--- src/rtl/mbq_pkg.sv ---
// Package for the multichannel biquad: sizes, register indexes, controller
// states and the command and status structs shared by the controller and datapath.
// No dependencies.
package mbq_pkg;

  // Block configuration.
  localparam int CHANNELS       = 8;
  localparam int SAMPLE_BITS    = 24;
  localparam int COEF_FRAC_BITS = 27;

  // Fixed field and register widths.
  localparam int CHAN_BITS  = 3;
  localparam int STATE_BITS = 32;
  localparam int COEF_BITS  = 32;
  localparam int B1_BITS    = 29;
  localparam int B2_BITS    = 28;
  localparam int REG_BITS   = 3;
  localparam int PROD_BITS  = 2 * COEF_BITS;
  localparam int ACC_BITS   = PROD_BITS + 2;
  localparam int IDX_BITS   = (CHANNELS > 1) ? $clog2(CHANNELS) : 1;

  // Stream widths, rounded up to whole bytes.
  localparam int IN_DATA_BITS  = ((CHAN_BITS + SAMPLE_BITS + 7) / 8) * 8;
  localparam int OUT_DATA_BITS = ((CHAN_BITS + SAMPLE_BITS + 7) / 8) * 8;

  // Reset value of coef_a0: 1.0 in Q4.27.
  localparam logic signed [COEF_BITS-1:0] A0_RESET = COEF_BITS'(1) << COEF_FRAC_BITS;
  // Half an output LSB, added before the floor shift to round half up.
  localparam logic signed [ACC_BITS-1:0] ROUND_HALF = ACC_BITS'(1) << (COEF_FRAC_BITS - 1);

  // Configuration register indexes.
  localparam logic [REG_BITS-1:0] REG_A0 = 3'd0;
  localparam logic [REG_BITS-1:0] REG_A1 = 3'd1;
  localparam logic [REG_BITS-1:0] REG_A2 = 3'd2;
  localparam logic [REG_BITS-1:0] REG_B1 = 3'd3;
  localparam logic [REG_BITS-1:0] REG_B2 = 3'd4;

  // Item kinds carried on the input tuser.
  localparam logic OP_FILTER = 1'b0;
  localparam logic OP_CLEAR  = 1'b1;

  typedef enum logic [2:0] {
    ST_IDLE,
    ST_FB1,
    ST_FB2,
    ST_FF1,
    ST_FF2,
    ST_FF0,
    ST_SUM,
    ST_DONE
  } state_e;

  // Operand pair fed to the shared multiplier.
  typedef enum logic [2:0] {
    MUL_B1W1,
    MUL_B2W2,
    MUL_A1W1,
    MUL_A2W2,
    MUL_A0W
  } mul_sel_e;

  typedef struct packed {
    logic     load;     // capture the input beat and read the channel state
    logic     mul_en;   // register a new product
    mul_sel_e mul_sel;
    logic     fb_init;  // feedback sum := half + product
    logic     fb_add;   // feedback sum += product
    logic     w_load;   // form and saturate the new delay word
    logic     ff_init;  // output sum := half + product
    logic     ff_add;   // output sum += product
    logic     finish;   // update channel state and load the output register
  } cmd_t;

  typedef struct packed {
    logic op_clear;   // the captured item is a clear
    logic out_stall;  // output register holds a beat that is not taken this cycle
  } sts_t;

endpackage

--- src/rtl/mbq_ctrl.sv ---
// Controller for the multichannel biquad: sequences the shared multiplier and
// the two accumulators of the datapath. Depends on mbq_pkg.
module mbq_ctrl (
  input  logic          clk_i,
  input  logic          rst_ni,
  input  logic          in_valid_i,
  output logic          in_ready_o,
  input  mbq_pkg::sts_t sts_i,
  output mbq_pkg::cmd_t cmd_o
);

  mbq_pkg::state_e state_q, state_d;

  always_ff @(posedge clk_i or negedge rst_ni) begin
    if (!rst_ni) begin
      state_q <= mbq_pkg::ST_IDLE;
    end else begin
      state_q <= state_d;
    end
  end

  always_comb begin
    state_d        = state_q;
    in_ready_o     = 1'b0;
    cmd_o          = '0;
    cmd_o.mul_sel  = mbq_pkg::MUL_B1W1;
    case (state_q)
      mbq_pkg::ST_IDLE: begin
        in_ready_o = 1'b1;
        if (in_valid_i) begin
          cmd_o.load = 1'b1;
          state_d    = mbq_pkg::ST_FB1;
        end
      end
      mbq_pkg::ST_FB1: begin
        // A clear needs no arithmetic.
        if (sts_i.op_clear) begin
          state_d = mbq_pkg::ST_DONE;
        end else begin
          cmd_o.mul_en  = 1'b1;
          cmd_o.mul_sel = mbq_pkg::MUL_B1W1;
          state_d       = mbq_pkg::ST_FB2;
        end
      end
      mbq_pkg::ST_FB2: begin
        cmd_o.mul_en  = 1'b1;
        cmd_o.mul_sel = mbq_pkg::MUL_B2W2;
        cmd_o.fb_init = 1'b1;
        state_d       = mbq_pkg::ST_FF1;
      end
      mbq_pkg::ST_FF1: begin
        cmd_o.mul_en  = 1'b1;
        cmd_o.mul_sel = mbq_pkg::MUL_A1W1;
        cmd_o.fb_add  = 1'b1;
        state_d       = mbq_pkg::ST_FF2;
      end
      mbq_pkg::ST_FF2: begin
        cmd_o.mul_en  = 1'b1;
        cmd_o.mul_sel = mbq_pkg::MUL_A2W2;
        cmd_o.w_load  = 1'b1;
        cmd_o.ff_init = 1'b1;
        state_d       = mbq_pkg::ST_FF0;
      end
      mbq_pkg::ST_FF0: begin
        cmd_o.mul_en  = 1'b1;
        cmd_o.mul_sel = mbq_pkg::MUL_A0W;
        cmd_o.ff_add  = 1'b1;
        state_d       = mbq_pkg::ST_SUM;
      end
      mbq_pkg::ST_SUM: begin
        cmd_o.ff_add = 1'b1;
        state_d      = mbq_pkg::ST_DONE;
      end
      mbq_pkg::ST_DONE: begin
        if (!sts_i.out_stall) begin
          cmd_o.finish = 1'b1;
          state_d      = mbq_pkg::ST_IDLE;
        end
      end
      default: begin
        state_d = mbq_pkg::ST_IDLE;
      end
    endcase
  end

endmodule

--- src/rtl/mbq_datapath.sv ---
// Datapath for the multichannel biquad: coefficient registers, per-channel
// delay words, the shared multiplier, both accumulators and the output register.
// Depends on mbq_pkg.
module mbq_datapath (
  input  logic                                  clk_i,
  input  logic                                  rst_ni,
  input  mbq_pkg::cmd_t                         cmd_i,
  output mbq_pkg::sts_t                         sts_o,
  input  logic                                  op_i,
  input  logic [mbq_pkg::CHAN_BITS-1:0]         chan_i,
  input  logic signed [mbq_pkg::SAMPLE_BITS-1:0] sample_i,
  input  logic                                  cfg_we_i,
  input  logic [mbq_pkg::REG_BITS-1:0]          cfg_index_i,
  input  logic [mbq_pkg::COEF_BITS-1:0]         cfg_data_i,
  output logic                                  out_valid_o,
  input  logic                                  out_ready_i,
  output logic [mbq_pkg::CHAN_BITS-1:0]         out_chan_o,
  output logic signed [mbq_pkg::SAMPLE_BITS-1:0] out_sample_o
);

  localparam int AW = mbq_pkg::ACC_BITS;
  localparam int SW = mbq_pkg::STATE_BITS;
  localparam int YW = mbq_pkg::SAMPLE_BITS;
  localparam logic signed [AW-1:0] W_MAX = AW'({1'b0, {(SW-1){1'b1}}});
  localparam logic signed [AW-1:0] W_MIN = ~W_MAX;
  localparam logic signed [AW-1:0] Y_MAX = AW'({1'b0, {(YW-1){1'b1}}});
  localparam logic signed [AW-1:0] Y_MIN = ~Y_MAX;

  // Coefficients.
  logic signed [mbq_pkg::COEF_BITS-1:0] coef_a0_q, coef_a1_q, coef_a2_q;
  logic signed [mbq_pkg::B1_BITS-1:0]   coef_b1_q;
  logic signed [mbq_pkg::B2_BITS-1:0]   coef_b2_q;

  // Per-channel delay words.
  logic signed [SW-1:0] delay_one_q [mbq_pkg::CHANNELS];
  logic signed [SW-1:0] delay_two_q [mbq_pkg::CHANNELS];

  // Item registers.
  logic                              op_q;
  logic [mbq_pkg::CHAN_BITS-1:0]     chan_q;
  logic signed [YW-1:0]              x_q;
  logic signed [SW-1:0]              w1_q, w2_q, w_q;
  logic signed [mbq_pkg::PROD_BITS-1:0] prod_q;
  logic signed [AW-1:0]              fb_q, ff_q;

  logic                              out_valid_q;
  logic [mbq_pkg::CHAN_BITS-1:0]     out_chan_q;
  logic signed [YW-1:0]              out_sample_q;

  logic [mbq_pkg::IDX_BITS-1:0]      in_idx, idx;
  logic                              in_range_in, in_range;
  logic signed [mbq_pkg::COEF_BITS-1:0] mul_a;
  logic signed [SW-1:0]              mul_b;
  logic signed [mbq_pkg::PROD_BITS-1:0] prod_d;
  logic signed [AW-1:0]              prod_ext, w_sum, y_sum;
  logic signed [SW-1:0]              w_d;
  logic signed [YW-1:0]              y_d;

  assign in_idx      = mbq_pkg::IDX_BITS'(chan_i);
  assign in_range_in = 32'(chan_i) < mbq_pkg::CHANNELS;
  assign idx         = mbq_pkg::IDX_BITS'(chan_q);
  assign in_range    = 32'(chan_q) < mbq_pkg::CHANNELS;

  always_ff @(posedge clk_i or negedge rst_ni) begin
    if (!rst_ni) begin
      coef_a0_q <= mbq_pkg::A0_RESET;
      coef_a1_q <= '0;
      coef_a2_q <= '0;
      coef_b1_q <= '0;
      coef_b2_q <= '0;
    end else if (cfg_we_i) begin
      case (cfg_index_i)
        mbq_pkg::REG_A0: coef_a0_q <= cfg_data_i;
        mbq_pkg::REG_A1: coef_a1_q <= cfg_data_i;
        mbq_pkg::REG_A2: coef_a2_q <= cfg_data_i;
        mbq_pkg::REG_B1: coef_b1_q <= cfg_data_i[mbq_pkg::B1_BITS-1:0];
        mbq_pkg::REG_B2: coef_b2_q <= cfg_data_i[mbq_pkg::B2_BITS-1:0];
        default: ;
      endcase
    end
  end

  // Shared multiplier with its operand select.
  always_comb begin
    case (cmd_i.mul_sel)
      mbq_pkg::MUL_B1W1: begin
        mul_a = mbq_pkg::COEF_BITS'(coef_b1_q);
        mul_b = w1_q;
      end
      mbq_pkg::MUL_B2W2: begin
        mul_a = mbq_pkg::COEF_BITS'(coef_b2_q);
        mul_b = w2_q;
      end
      mbq_pkg::MUL_A1W1: begin
        mul_a = coef_a1_q;
        mul_b = w1_q;
      end
      mbq_pkg::MUL_A2W2: begin
        mul_a = coef_a2_q;
        mul_b = w2_q;
      end
      mbq_pkg::MUL_A0W: begin
        mul_a = coef_a0_q;
        mul_b = w_q;
      end
      default: begin
        mul_a = '0;
        mul_b = '0;
      end
    endcase
  end

  assign prod_d   = mul_a * mul_b;
  assign prod_ext = AW'(prod_q);

  // New delay word: input plus rounded feedback, saturated to the state width.
  assign w_sum = AW'(x_q) + (fb_q >>> mbq_pkg::COEF_FRAC_BITS);
  always_comb begin
    if (w_sum > W_MAX) begin
      w_d = W_MAX[SW-1:0];
    end else if (w_sum < W_MIN) begin
      w_d = W_MIN[SW-1:0];
    end else begin
      w_d = w_sum[SW-1:0];
    end
  end

  // Output: rounded sum saturated to the sample width; zero for a clear.
  assign y_sum = ff_q >>> mbq_pkg::COEF_FRAC_BITS;
  always_comb begin
    if ((op_q == mbq_pkg::OP_CLEAR) || !in_range) begin
      y_d = '0;
    end else if (y_sum > Y_MAX) begin
      y_d = Y_MAX[YW-1:0];
    end else if (y_sum < Y_MIN) begin
      y_d = Y_MIN[YW-1:0];
    end else begin
      y_d = y_sum[YW-1:0];
    end
  end

  always_ff @(posedge clk_i) begin
    if (cmd_i.load) begin
      op_q  <= op_i;
      chan_q <= chan_i;
      x_q   <= sample_i;
      w1_q  <= in_range_in ? delay_one_q[in_idx] : '0;
      w2_q  <= in_range_in ? delay_two_q[in_idx] : '0;
    end
    if (cmd_i.mul_en) begin
      prod_q <= prod_d;
    end
    if (cmd_i.fb_init) begin
      fb_q <= mbq_pkg::ROUND_HALF + prod_ext;
    end else if (cmd_i.fb_add) begin
      fb_q <= fb_q + prod_ext;
    end
    if (cmd_i.ff_init) begin
      ff_q <= mbq_pkg::ROUND_HALF + prod_ext;
    end else if (cmd_i.ff_add) begin
      ff_q <= ff_q + prod_ext;
    end
    if (cmd_i.w_load) begin
      w_q <= w_d;
    end
    if (cmd_i.finish) begin
      out_chan_q   <= chan_q;
      out_sample_q <= y_d;
    end
  end

  always_ff @(posedge clk_i or negedge rst_ni) begin
    if (!rst_ni) begin
      for (int i = 0; i < mbq_pkg::CHANNELS; i++) begin
        delay_one_q[i] <= '0;
        delay_two_q[i] <= '0;
      end
    end else if (cmd_i.finish && in_range) begin
      if (op_q == mbq_pkg::OP_CLEAR) begin
        delay_one_q[idx] <= '0;
        delay_two_q[idx] <= '0;
      end else begin
        delay_one_q[idx] <= w_q;
        delay_two_q[idx] <= w1_q;
      end
    end
  end

  always_ff @(posedge clk_i or negedge rst_ni) begin
    if (!rst_ni) begin
      out_valid_q <= 1'b0;
    end else if (cmd_i.finish) begin
      out_valid_q <= 1'b1;
    end else if (out_ready_i) begin
      out_valid_q <= 1'b0;
    end
  end

  assign sts_o.op_clear  = (op_q == mbq_pkg::OP_CLEAR);
  assign sts_o.out_stall = out_valid_q && !out_ready_i;

  assign out_valid_o  = out_valid_q;
  assign out_chan_o   = out_chan_q;
  assign out_sample_o = out_sample_q;

  // A finished item never overwrites a beat that is still waiting.
  assert property (@(posedge clk_i) disable iff (!rst_ni)
    cmd_i.finish |-> !(out_valid_q && !out_ready_i))
    else $error("output register overwritten while stalled");

  // A clear leaves a zero sample and zero delay words behind.
  assert property (@(posedge clk_i) disable iff (!rst_ni)
    cmd_i.finish && (op_q == mbq_pkg::OP_CLEAR) && in_range
      |=> (out_sample_q == '0) && (delay_one_q[$past(idx)] == '0)
          && (delay_two_q[$past(idx)] == '0))
    else $error("clear did not zero the channel");

  // On a filter item the old first delay word moves to the second.
  assert property (@(posedge clk_i) disable iff (!rst_ni)
    cmd_i.finish && (op_q == mbq_pkg::OP_FILTER) && in_range
      |=> delay_two_q[$past(idx)] == $past(w1_q))
    else $error("delay words did not shift");

  // Every finished item shows up as a result beat.
  assert property (@(posedge clk_i) disable iff (!rst_ni)
    cmd_i.finish |=> out_valid_q)
    else $error("finished item produced no beat");

endmodule

--- src/rtl/multichannel_biquad_df2_top.sv ---
// Top level of the multichannel direct form II biquad: stream ports, the
// configuration write port, controller and datapath. Depends on mbq_pkg,
// mbq_ctrl and mbq_datapath.
//
//   Channel     Dir  Handshake                     Payload
//   s_axis      in   s_axis_tvalid/s_axis_tready   tuser: op; tdata: chan, sample_in
//   m_axis      out  m_axis_tvalid/m_axis_tready   tdata: chan_out, sample_out
//   cfg         in   cfg_we_i (no wait)            cfg_index_i, cfg_data_i
//
// One item is in flight at a time. A filter beat goes from acceptance to
// the output register through the accept state, five products on the single
// shared 32x32 multiplier, an accumulate state and the finish state; a clear
// beat skips the arithmetic. The next beat is accepted in the cycle after the
// result is loaded, even while that result is still waiting on m_axis_tready;
// only a full output register stalls the finish step. Reset clears all delay
// words and loads the coefficient reset values at once, with no clearing pass.
// Coefficients must be written while idle; the block does not enforce it.
module multichannel_biquad_df2_top (
  input  logic                                  clk_i,
  input  logic                                  rst_ni,
  // Input stream.
  input  logic                                  s_axis_tvalid,
  output logic                                  s_axis_tready,
  input  logic [mbq_pkg::IN_DATA_BITS-1:0]      s_axis_tdata,  // chan, sample_in
  input  logic                                  s_axis_tuser,  // op
  // Result stream.
  output logic                                  m_axis_tvalid,
  input  logic                                  m_axis_tready,
  output logic [mbq_pkg::OUT_DATA_BITS-1:0]     m_axis_tdata,  // chan_out, sample_out
  // Coefficient writes.
  input  logic                                  cfg_we_i,
  input  logic [mbq_pkg::REG_BITS-1:0]          cfg_index_i,
  input  logic [mbq_pkg::COEF_BITS-1:0]         cfg_data_i
);

  mbq_pkg::cmd_t cmd;
  mbq_pkg::sts_t sts;

  logic [mbq_pkg::CHAN_BITS-1:0]          in_chan;
  logic signed [mbq_pkg::SAMPLE_BITS-1:0] in_sample;
  logic [mbq_pkg::CHAN_BITS-1:0]          out_chan;
  logic signed [mbq_pkg::SAMPLE_BITS-1:0] out_sample;

  // Unpack the input beat: channel in the low bits, sample above it.
  assign in_chan   = s_axis_tdata[mbq_pkg::CHAN_BITS-1:0];
  assign in_sample = s_axis_tdata[mbq_pkg::CHAN_BITS +: mbq_pkg::SAMPLE_BITS];

  mbq_ctrl u_ctrl (
    .clk_i      (clk_i),
    .rst_ni     (rst_ni),
    .in_valid_i (s_axis_tvalid),
    .in_ready_o (s_axis_tready),
    .sts_i      (sts),
    .cmd_o      (cmd)
  );

  mbq_datapath u_datapath (
    .clk_i        (clk_i),
    .rst_ni       (rst_ni),
    .cmd_i        (cmd),
    .sts_o        (sts),
    .op_i         (s_axis_tuser),
    .chan_i       (in_chan),
    .sample_i     (in_sample),
    .cfg_we_i     (cfg_we_i),
    .cfg_index_i  (cfg_index_i),
    .cfg_data_i   (cfg_data_i),
    .out_valid_o  (m_axis_tvalid),
    .out_ready_i  (m_axis_tready),
    .out_chan_o   (out_chan),
    .out_sample_o (out_sample)
  );

  // Pack the result beat; the pad bits above the sample are zero.
  assign m_axis_tdata = mbq_pkg::OUT_DATA_BITS'({out_sample, out_chan});

endmodule
--- config.mk ---
export PLATFORM = sky130hd
export DESIGN_NAME = multichannel_biquad_df2_top
export DESIGN_NICKNAME = d
export VERILOG_FILES = /design/src/rtl/mbq_pkg.sv /design/src/rtl/mbq_ctrl.sv /design/src/rtl/mbq_datapath.sv /design/src/rtl/multichannel_biquad_df2_top.sv
export SDC_FILE = /design/constraint.sdc
export NUM_CORES = 2
export LEC_CHECK = 0
export ABC_AREA = 1
export BUFFER_PORTS_ARGS = -buffer_cell sky130_fd_sc_hd__buf_2
export CELL_PAD_IN_SITES_DETAIL_PLACEMENT = 1
export CELL_PAD_IN_SITES_GLOBAL_PLACEMENT = 1
export CORE_MARGIN = 1
export CORE_UTILIZATION = 46
export DETAILED_ROUTE_END_ITERATION = 12
export MAX_ROUTING_LAYER = met4
export PLACE_DENSITY_LB_ADDON = 0.05
export SYNTH_ARGS = -nofsm -noshare
export SYNTH_HDL_FRONTEND = slang
export SYNTH_SLANG_ARGS = --single-unit
--- constraint.sdc ---
create_clock -name clk_i -period 28.3 [get_ports clk_i]
set_input_delay 8.49 -clock clk_i [delete_from_list [all_inputs] [get_ports clk_i]]
set_output_delay 8.49 -clock clk_i [all_outputs]
set_load 0.05 [all_outputs]
Yosys cells after proc, flatten, opt, wreduce, memory -nomap -nowiden
Cells that the tools add are included.
Word-level totals
  register bits after elaboration: 1016
  input bits: 73
Operators by class
  multiply operators: 1
  add/sub/neg operators: 4
  bitwise operators: 5
  equal/unequal tests: 17
  order comparisons: 7
  reduce and logical (&&, ||, !) cells: 19
  multiplexer cells: 38
Operators with widths (count)
  256-bit AND: 2
  256-bit bitwise mux: 2
  256-bit 2-to-1 mux: 2
  66-bit 2-to-1 mux: 4
  256-bit NOT: 1
  32-bit binary-select mux with 3-bit select: 2
  32-bit 2-to-1 mux: 6
  32-bit case mux with 5 select lines: 1
  66-bit by 64-bit adder with 66-bit output: 2
  32-bit demux with 3-bit select: 1
  32-bit case mux with 3 select lines: 1
  66-bit by 32-bit greater-than comparator with 1-bit output, second input constant: 1
  66-bit by 32-bit less-than comparator with 1-bit output, second input constant: 1
  28-bit by 64-bit adder with 65-bit output, first input constant: 1
  32-bit by 32-bit multiplier with 64-bit output: 1
  24-bit by 39-bit adder with 40-bit output: 1
  39-bit by 24-bit greater-than comparator with 1-bit output, second input constant: 1
  39-bit by 24-bit less-than comparator with 1-bit output, second input constant: 1
  24-bit 2-to-1 mux: 1
  3-bit case mux with 8 select lines: 1
  23-bit 2-to-1 mux: 1
  4-bit case mux with 5 select lines: 1
  3-bit by 2-bit equality test with 1-bit output, second input constant: 6
  3-bit equality test, second input constant: 6
  other kinds (15): 44

Depth between registers and ports, before layout
  depth after elaboration: 8
  depth in mapped cells: 43
  gate-level depth less buffers: 40

Cells and area by module
From an unflattened synthesis, not the netlist that was laid out.
Unflattened totals
  cell total of the unflattened synthesis: 11248
  area total of the unflattened synthesis: 93298.2 um^2
Modules (own cells, without submodules)
  mbq_datapath: seq. area each 27087.2 um^2, instances 1, cells each 11186, area each 92896.6 um^2
  mbq_ctrl: seq. area each 75.1 um^2, instances 1, cells each 56, area each 360.3 um^2
  multichannel_biquad_df2_top: seq. area each 0.0 um^2, instances 1, cells each 6, area each 41.3 um^2

Least setup slack after synthesis
No wires, ideal clock.
  path type: input -> register
  start point: in s_axis_tvalid
  end point: reg u_datapath.chan_q[0] in the netlist's numbering, enable pin
  arrival time: 12329 ps
  data required time: 27756 ps
  slack: 15427 ps
  library setup time: 544 ps
  cell stages on the path: 2
  cell sequence: inv_1 -> nor2_1
RTL lines
  start, declared: RTL line multichannel_biquad_df2_top.sv:22  | input logic s_axis_tvalid,
  end signal, assigned: RTL line mbq_datapath.sv:145  | chan_q <= chan_i;
  end, declared: RTL line mbq_datapath.sv:40  | logic [mbq_pkg::CHAN_BITS-1:0] chan_q;

Worst setup path after layout
  start point: reg u_ctrl.state_q[0]
  end point: reg u_datapath.prod_q[63] in the netlist's numbering (data pin)
Between the ends
  word-level cells in the longest chain between the ends: 6
  elaborated cells between the ends (all ways): 16
  classes of those cells: mul (1); eq/ne (9); mux (3); reduce/logical (3)
Ends and longest elaborated chain
  start, declared: RTL line mbq_ctrl.sv:12  | mbq_pkg::state_e state_q, state_d;
  start signal, assigned: RTL line mbq_ctrl.sv:16  | state_q <= mbq_pkg::ST_IDLE;
  start signal, assigned: RTL line mbq_ctrl.sv:18  | state_q <= state_d;
  3-bit equality test, or another cell as far along: RTL line mbq_ctrl.sv:27  | case (state_q)
  4-bit case mux with 5 select lines *: RTL line mbq_ctrl.sv:27
  3-bit by 1-bit equality test with 1-bit output, or another cell as far along: RTL line mbq_datapath.sv:85  | case (cmd_i.mul_sel)
  2-bit OR reduction (no line)
  32-bit case mux with 3 select lines: RTL line mbq_datapath.sv:85
  32-bit by 32-bit multiplier with 64-bit output *: RTL line mbq_datapath.sv:113  | assign prod_d = mul_a * mul_b;
  via u_datapath.prod_d (one bit): RTL line mbq_datapath.sv:54  | logic signed [mbq_pkg::PROD_BITS-1:0] prod_d;
  end signal, assigned: RTL line mbq_datapath.sv:151  | prod_q <= prod_d;
  end, declared: RTL line mbq_datapath.sv:43  | logic signed [mbq_pkg::PROD_BITS-1:0] prod_q;
Mark *: on every way through the listed nets, which the timed path passes. The rest lies on a longest branch.
A chain may end at the register's enable or synchronous reset.

==> impl_results.html <==
<table>
<tr><th>Metric</th><th>Value</th></tr>
<tr><th colspan="2">Layout</th></tr>
<tr><td>Layout cell share with drive strength beyond 1</td><td>0.06625</td></tr>
<tr><td>Layout net count</td><td>about 12000</td></tr>
<tr><td>Most frequent cells in the layout</td><td>nand2_1 (2209), inv_1 (1967), nor2_1 (1102), fa_1 (1085), o21ai_0 (955)</td></tr>
<tr><td>Area grow syn2layout</td><td>7.257%</td></tr>
<tr><td>Commonest non-fill, non-tap cell in the layout</td><td>nand2_1</td></tr>
<tr><th colspan="2">Worst setup path</th></tr>
<tr><td>Data required time of the critical path</td><td>28.80 ns</td></tr>
<tr><td>Most used cell, CP</td><td>fa_1</td></tr>
<tr><td>Setup slack of the most critical reg-to-reg path</td><td>16.05 ns</td></tr>
<tr><td>Highest-delay cell along the critical path</td><td>fa_1</td></tr>
<tr><td>Delay contributed by the slowest stage of the critical path</td><td>1.01 ns</td></tr>
<tr><td>Startpoint type of the worst setup path</td><td>flop</td></tr>
<tr><td>Cells on worst reg2reg path</td><td>36</td></tr>
<tr><td>Data arrival time of the critical path</td><td>12.75 ns</td></tr>
<tr><td>Reg2Reg Capture Point</td><td>u_datapath.prod_q[63]$_DFFE_PP_</td></tr>
<tr><td>Kind of capture point of the worst setup path</td><td>flop</td></tr>
<tr><td>R2R Path Start</td><td>u_ctrl.state_q[0]$_DFFE_PN0P_</td></tr>
<tr><td>Top fanout value on the critical path</td><td>76</td></tr>
<tr><td>Critical Setup Path Class</td><td>reg -&gt; reg</td></tr>
<tr><th colspan="2">Timing</th></tr>
<tr><td>Fin. Hold Viols</td><td>0</td></tr>
<tr><td>Count of final max-slew check failures</td><td>0</td></tr>
<tr><td>Final worst setup slack</td><td>16.05 ns</td></tr>
<tr><td>Total Negative Setup Slacks</td><td>0 ns</td></tr>
<tr><td>Upper clock frequency limit</td><td>81.61 MHz</td></tr>
<tr><td>Unrepaired setup endpoints after global routing</td><td>false</td></tr>
<tr><td>Tightest Pin Transition</td><td>1.287 ns</td></tr>
<tr><td>Final count of negative-setup-slack endpoints</td><td>0</td></tr>
<tr><td>Final hold slack</td><td>0.4821 ns</td></tr>
<tr><td>Worst max-slew margin expressed relative to the limit</td><td>0.1344</td></tr>
<tr><td>Clock skew</td><td>between 0.1 and 0.15 ns</td></tr>
<tr><td>Final critical-path share of the clock period</td><td>0.4330</td></tr>
<tr><td>Clock period minus final worst setup slack</td><td>12.25 ns</td></tr>
<tr><th colspan="2">Placement</th></tr>
<tr><td>Place WS</td><td>roughly 16 ns</td></tr>
<tr><td>Final Wtd Congestion</td><td>0.9968</td></tr>
<tr><td>Placed wire-length estimate</td><td>259.1 mm</td></tr>
<tr><td>Number of port buffers</td><td>96</td></tr>
<tr><th colspan="2">Global routing</th></tr>
<tr><td>Overall Global Routing Usage</td><td>0.3533</td></tr>
<tr><td>Wire length of the first global-routing pass</td><td>523.0 mm</td></tr>
<tr><td>Number of antenna violations at the first check in global routing</td><td>8</td></tr>
<tr><td>GRT overflow</td><td>0</td></tr>
<tr><td>Largest net degree at the start of global routing</td><td>between 150 and 200</td></tr>
<tr><td>Number of global-route vias before repair</td><td>between 80000 and 90000</td></tr>
<tr><th colspan="2">Routing</th></tr>
<tr><td>Total Routed Length</td><td>345.1 mm</td></tr>
<tr><td>Detail-routed via count per cell</td><td>5.636</td></tr>
<tr><td>Total number of vias</td><td>just under 80000</td></tr>
<tr><td>Drt wl/cell</td><td>25.26 um</td></tr>
<tr><td>Number of DRC violations after detailed-routing iteration 0</td><td>around 5400</td></tr>
<tr><td>Remaining number of nets flagged by the antenna check after routing</td><td>0</td></tr>
<tr><td>First-pass iteration count of the detailed router</td><td>12</td></tr>
<tr><td>Post-route DRC</td><td>12</td></tr>
<tr><th colspan="2">Synthesis</th></tr>
<tr><td>Flip-flop and latch count after synthesis</td><td>1016</td></tr>
<tr><td>Cell count after synthesis</td><td>about 11000</td></tr>
<tr><td>Share of synthesized cell area in and, or, nand and nor gates</td><td>0.1667</td></tr>
<tr><td>Synthesized-area fraction occupied by xor and xnor cells</td><td>0.01748</td></tr>
<tr><td>Total standard cell area after synthesis</td><td>about 0.09 mm2</td></tr>
<tr><td>Share of synthesized cell area in full adder, half adder and majority cells</td><td>0.2826</td></tr>
<tr><td>Combinational family with the most area after synthesis</td><td>adder cells</td></tr>
<tr><td>Share of synthesized area occupied by flip-flops and latches</td><td>0.2930</td></tr>
<tr><td>Fraction of the mapped netlist area in compound gates</td><td>0.1117</td></tr>
<tr><td>EDFF count, synth</td><td>347</td></tr>
<tr><td>Unique masters post-synth</td><td>62</td></tr>
<tr><td>YS warnings</td><td>0</td></tr>
<tr><td>Leading register cell type out of synthesis</td><td>dfrtp_1</td></tr>
<tr><td>FFs w/ async S/R, synth</td><td>0.6585</td></tr>
<tr><td>Multiplexer fraction of the synthesized cell area</td><td>0.02332</td></tr>
<tr><td>Syn avg cell area</td><td>~8.4 um2</td></tr>
<tr><th colspan="2">CTS</th></tr>
<tr><td>Root buffer cell</td><td>clkbuf_16</td></tr>
<tr><td>Max clock buf depth</td><td>3</td></tr>
<tr><td>Latest clock arrival within the worst-skew pair</td><td>0.82 ns</td></tr>
<tr><td>Clock input transition at the sequential cells of the worst setup and hold paths</td><td>roughly 0.060 ns</td></tr>
<tr><td>Sinks on Clock Net</td><td>1016</td></tr>
<tr><td>H-tree level count</td><td>3</td></tr>
<tr><td>Num CTS Buffers</td><td>116</td></tr>
<tr><td>TritonCTS clock tree</td><td>built</td></tr>
<tr><td>Cts repair resizes</td><td>0</td></tr>
<tr><td>Count of buffers added by post-CTS timing repair for setup</td><td>0</td></tr>
<tr><td>Post-CTS Hold Buffers</td><td>0</td></tr>
<tr><th colspan="2">Die</th></tr>
<tr><td>Floorplan die width</td><td>450.9 um</td></tr>
<tr><td>Count of standard-cell rows</td><td>164</td></tr>
<tr><td>Overall die height</td><td>450.9 um</td></tr>
<tr><td>Initial core utilization</td><td>0.4634</td></tr>
<tr><td>I/O Pins</td><td>107</td></tr>
<tr><td>Die area</td><td>0.2033 mm2</td></tr>
<tr><td>Core region area</td><td>0.2001 mm2</td></tr>
<tr><th colspan="2">Run status</th></tr>
<tr><td>Violated checks</td><td>DRC</td></tr>
<tr><td>Outcome</td><td>finished, violations left</td></tr>
<tr><th colspan="2">Min path</th></tr>
<tr><td>Endpoint of the worst hold-timing path</td><td>u_datapath.coef_b1_q[18]$_DFFE_PN0P_</td></tr>
<tr><td>Worst hold path depth</td><td>2</td></tr>
<tr><td>Min-delay src</td><td>u_datapath.coef_b1_q[18]$_DFFE_PN0P_</td></tr>
<tr><td>Hold Path Class</td><td>reg -&gt; reg</td></tr>
<tr><th colspan="2">Flow run</th></tr>
<tr><td>Number of violations of the max-capacitance limit</td><td>0</td></tr>
</table>
Yosys cell counts (19+ instances only):
cell | instances | area share
nand2_1 | 2211 | 0.090
inv_1 | 1971 | 0.080
nor2_1 | 1106 | 0.045
fa_1 | 1085 | 0.23
o21ai_0 | 956 | 0.052
dfrtp_1 | 668 | 0.18
a21oi_1 | 539 | 0.029
ha_1 | 358 | 0.048
edfxtp_1 | 347 | 0.11
nand3_1 | 242 | 0.013
clkbuf_1 | 215 | 0.0087
buf_2 | 202 | 0.011
mux2_2 | 176 | 0.021
xor2_1 | 99 | 0.0094
a31oi_1 | 91 | 0.0061
xnor2_1 | 86 | 0.0081
a221oi_1 | 70 | 0.0066
nand4_1 | 60 | 0.0040
nor3_1 | 54 | 0.0029
inv_2 | 50 | 0.0020
a21o_1 | 38 | 0.0031
or2_2 | 37 | 0.0025
o21a_1 | 36 | 0.0029
nor4_1 | 35 | 0.0024
o21bai_1 | 33 | 0.0027
buf_4 | 30 | 0.0024
a22o_1 | 28 | 0.0026
and3_1 | 28 | 0.0019
a22oi_1 | 19 | 0.0015
registers in the layout, summed over array words and instances, names as in the netlist:
register / cells
u_datapath.fb_q: 66
u_datapath.op_q: 1
u_datapath.ff_q: 66
u_datapath.coef_b2_q: 28
u_datapath.w2_q: 32
u_datapath.coef_b1_q: 29
u_datapath.prod_q: 64
u_datapath.chan_q: 3
u_datapath.out_sample_o: 24
u_datapath.x_q: 24
u_datapath.out_valid_o: 1
u_datapath.coef_a0_q: 32
u_datapath.coef_a1_q: 32
u_datapath.delay_one_q: 256
u_datapath.coef_a2_q: 32
u_datapath.delay_two_q: 256
u_datapath.w_q: 32
u_datapath.out_chan_o: 3
u_datapath.w1_q: 32
u_ctrl.state_q: 3
kinds of logic after synthesis:
kind of cell	after synthesis
other	1
buffers and inverters	2486
AO/OA/AOI/OAI	1872
adder cells (fa/ha/maj)	1443
AND/OR/NAND/NOR	3827
XOR/XNOR	185
flip-flops	1016
multiplexers	192
metrics by stage:
step / util / cells / instance area (um2)
CTS: 0.4969 / 13660 / 99420
global placement: 0.4775 / 13440 / 95540
floorplan: - / 11030 / 92720
detailed placement: 0.4775 / 13440 / 95540
global route: 0.4970 / 13660 / 99430
finish: 0.4970 / 13670 / 99430
routing by layer:
layer | routed length [um] | up-vias | track usage
met4 | 18160 | 0 | 0.1594
met5 | 0 | - | -
met3 | 22510 | 649 | 0.05511
li1 | - | 34280 | -
met1 | 142700 | 39760 | 0.4450
met2 | 161700 | 2318 | 0.5620
how the worst max path moves through the flow:
stage	start	endpoint	slack, ns
after CTS	u_ctrl.state_q[0]$_DFFE_PN0P_	u_datapath.prod_q[63]$_DFFE_PP_	16.11
after global placement	u_ctrl.state_q[0]$_DFFE_PN0P_	u_datapath.prod_q[63]$_DFFE_PP_	16.32
after detailed placement	u_ctrl.state_q[0]$_DFFE_PN0P_	u_datapath.prod_q[63]$_DFFE_PP_	16.16
final	u_ctrl.state_q[0]$_DFFE_PN0P_	u_datapath.prod_q[63]$_DFFE_PP_	16.05
after floorplan	s_axis_tvalid	u_datapath.chan_q[0]$_DFFE_PP_	15.43
after global routing	u_ctrl.state_q[0]$_DFFE_PN0P_	u_datapath.prod_q[63]$_DFFE_PP_	15.67
worst max-delay path, delay by kind of cell, from the launching register on:
| kind | cells | cell delay [ns] |
|---|---|---|
| flip-flops | 1 | 0.41 |
| buffers and inverters | 12 | 3.10 |
| AND/OR/NAND/NOR | 7 | 1.02 |
| AO/OA/AOI/OAI | 7 | 1.87 |
| adder cells (fa/ha/maj) | 10 | 5.40 |
final cells by class:
type	instances	area [um2]
diodes	5	12.51
clock buffers	151	3156
clock inverters	70	721.9
fillers	23890	100600
inverters	2022	7607
multi-input cells	7524	55980
flip-flops and latches	1016	27160
well taps	2656	3323
repair buffers	221	1466
Power is left out: the tool's default activity adds up to more than one toggle a clock period on the data nets, which glitch-free logic cannot reach.
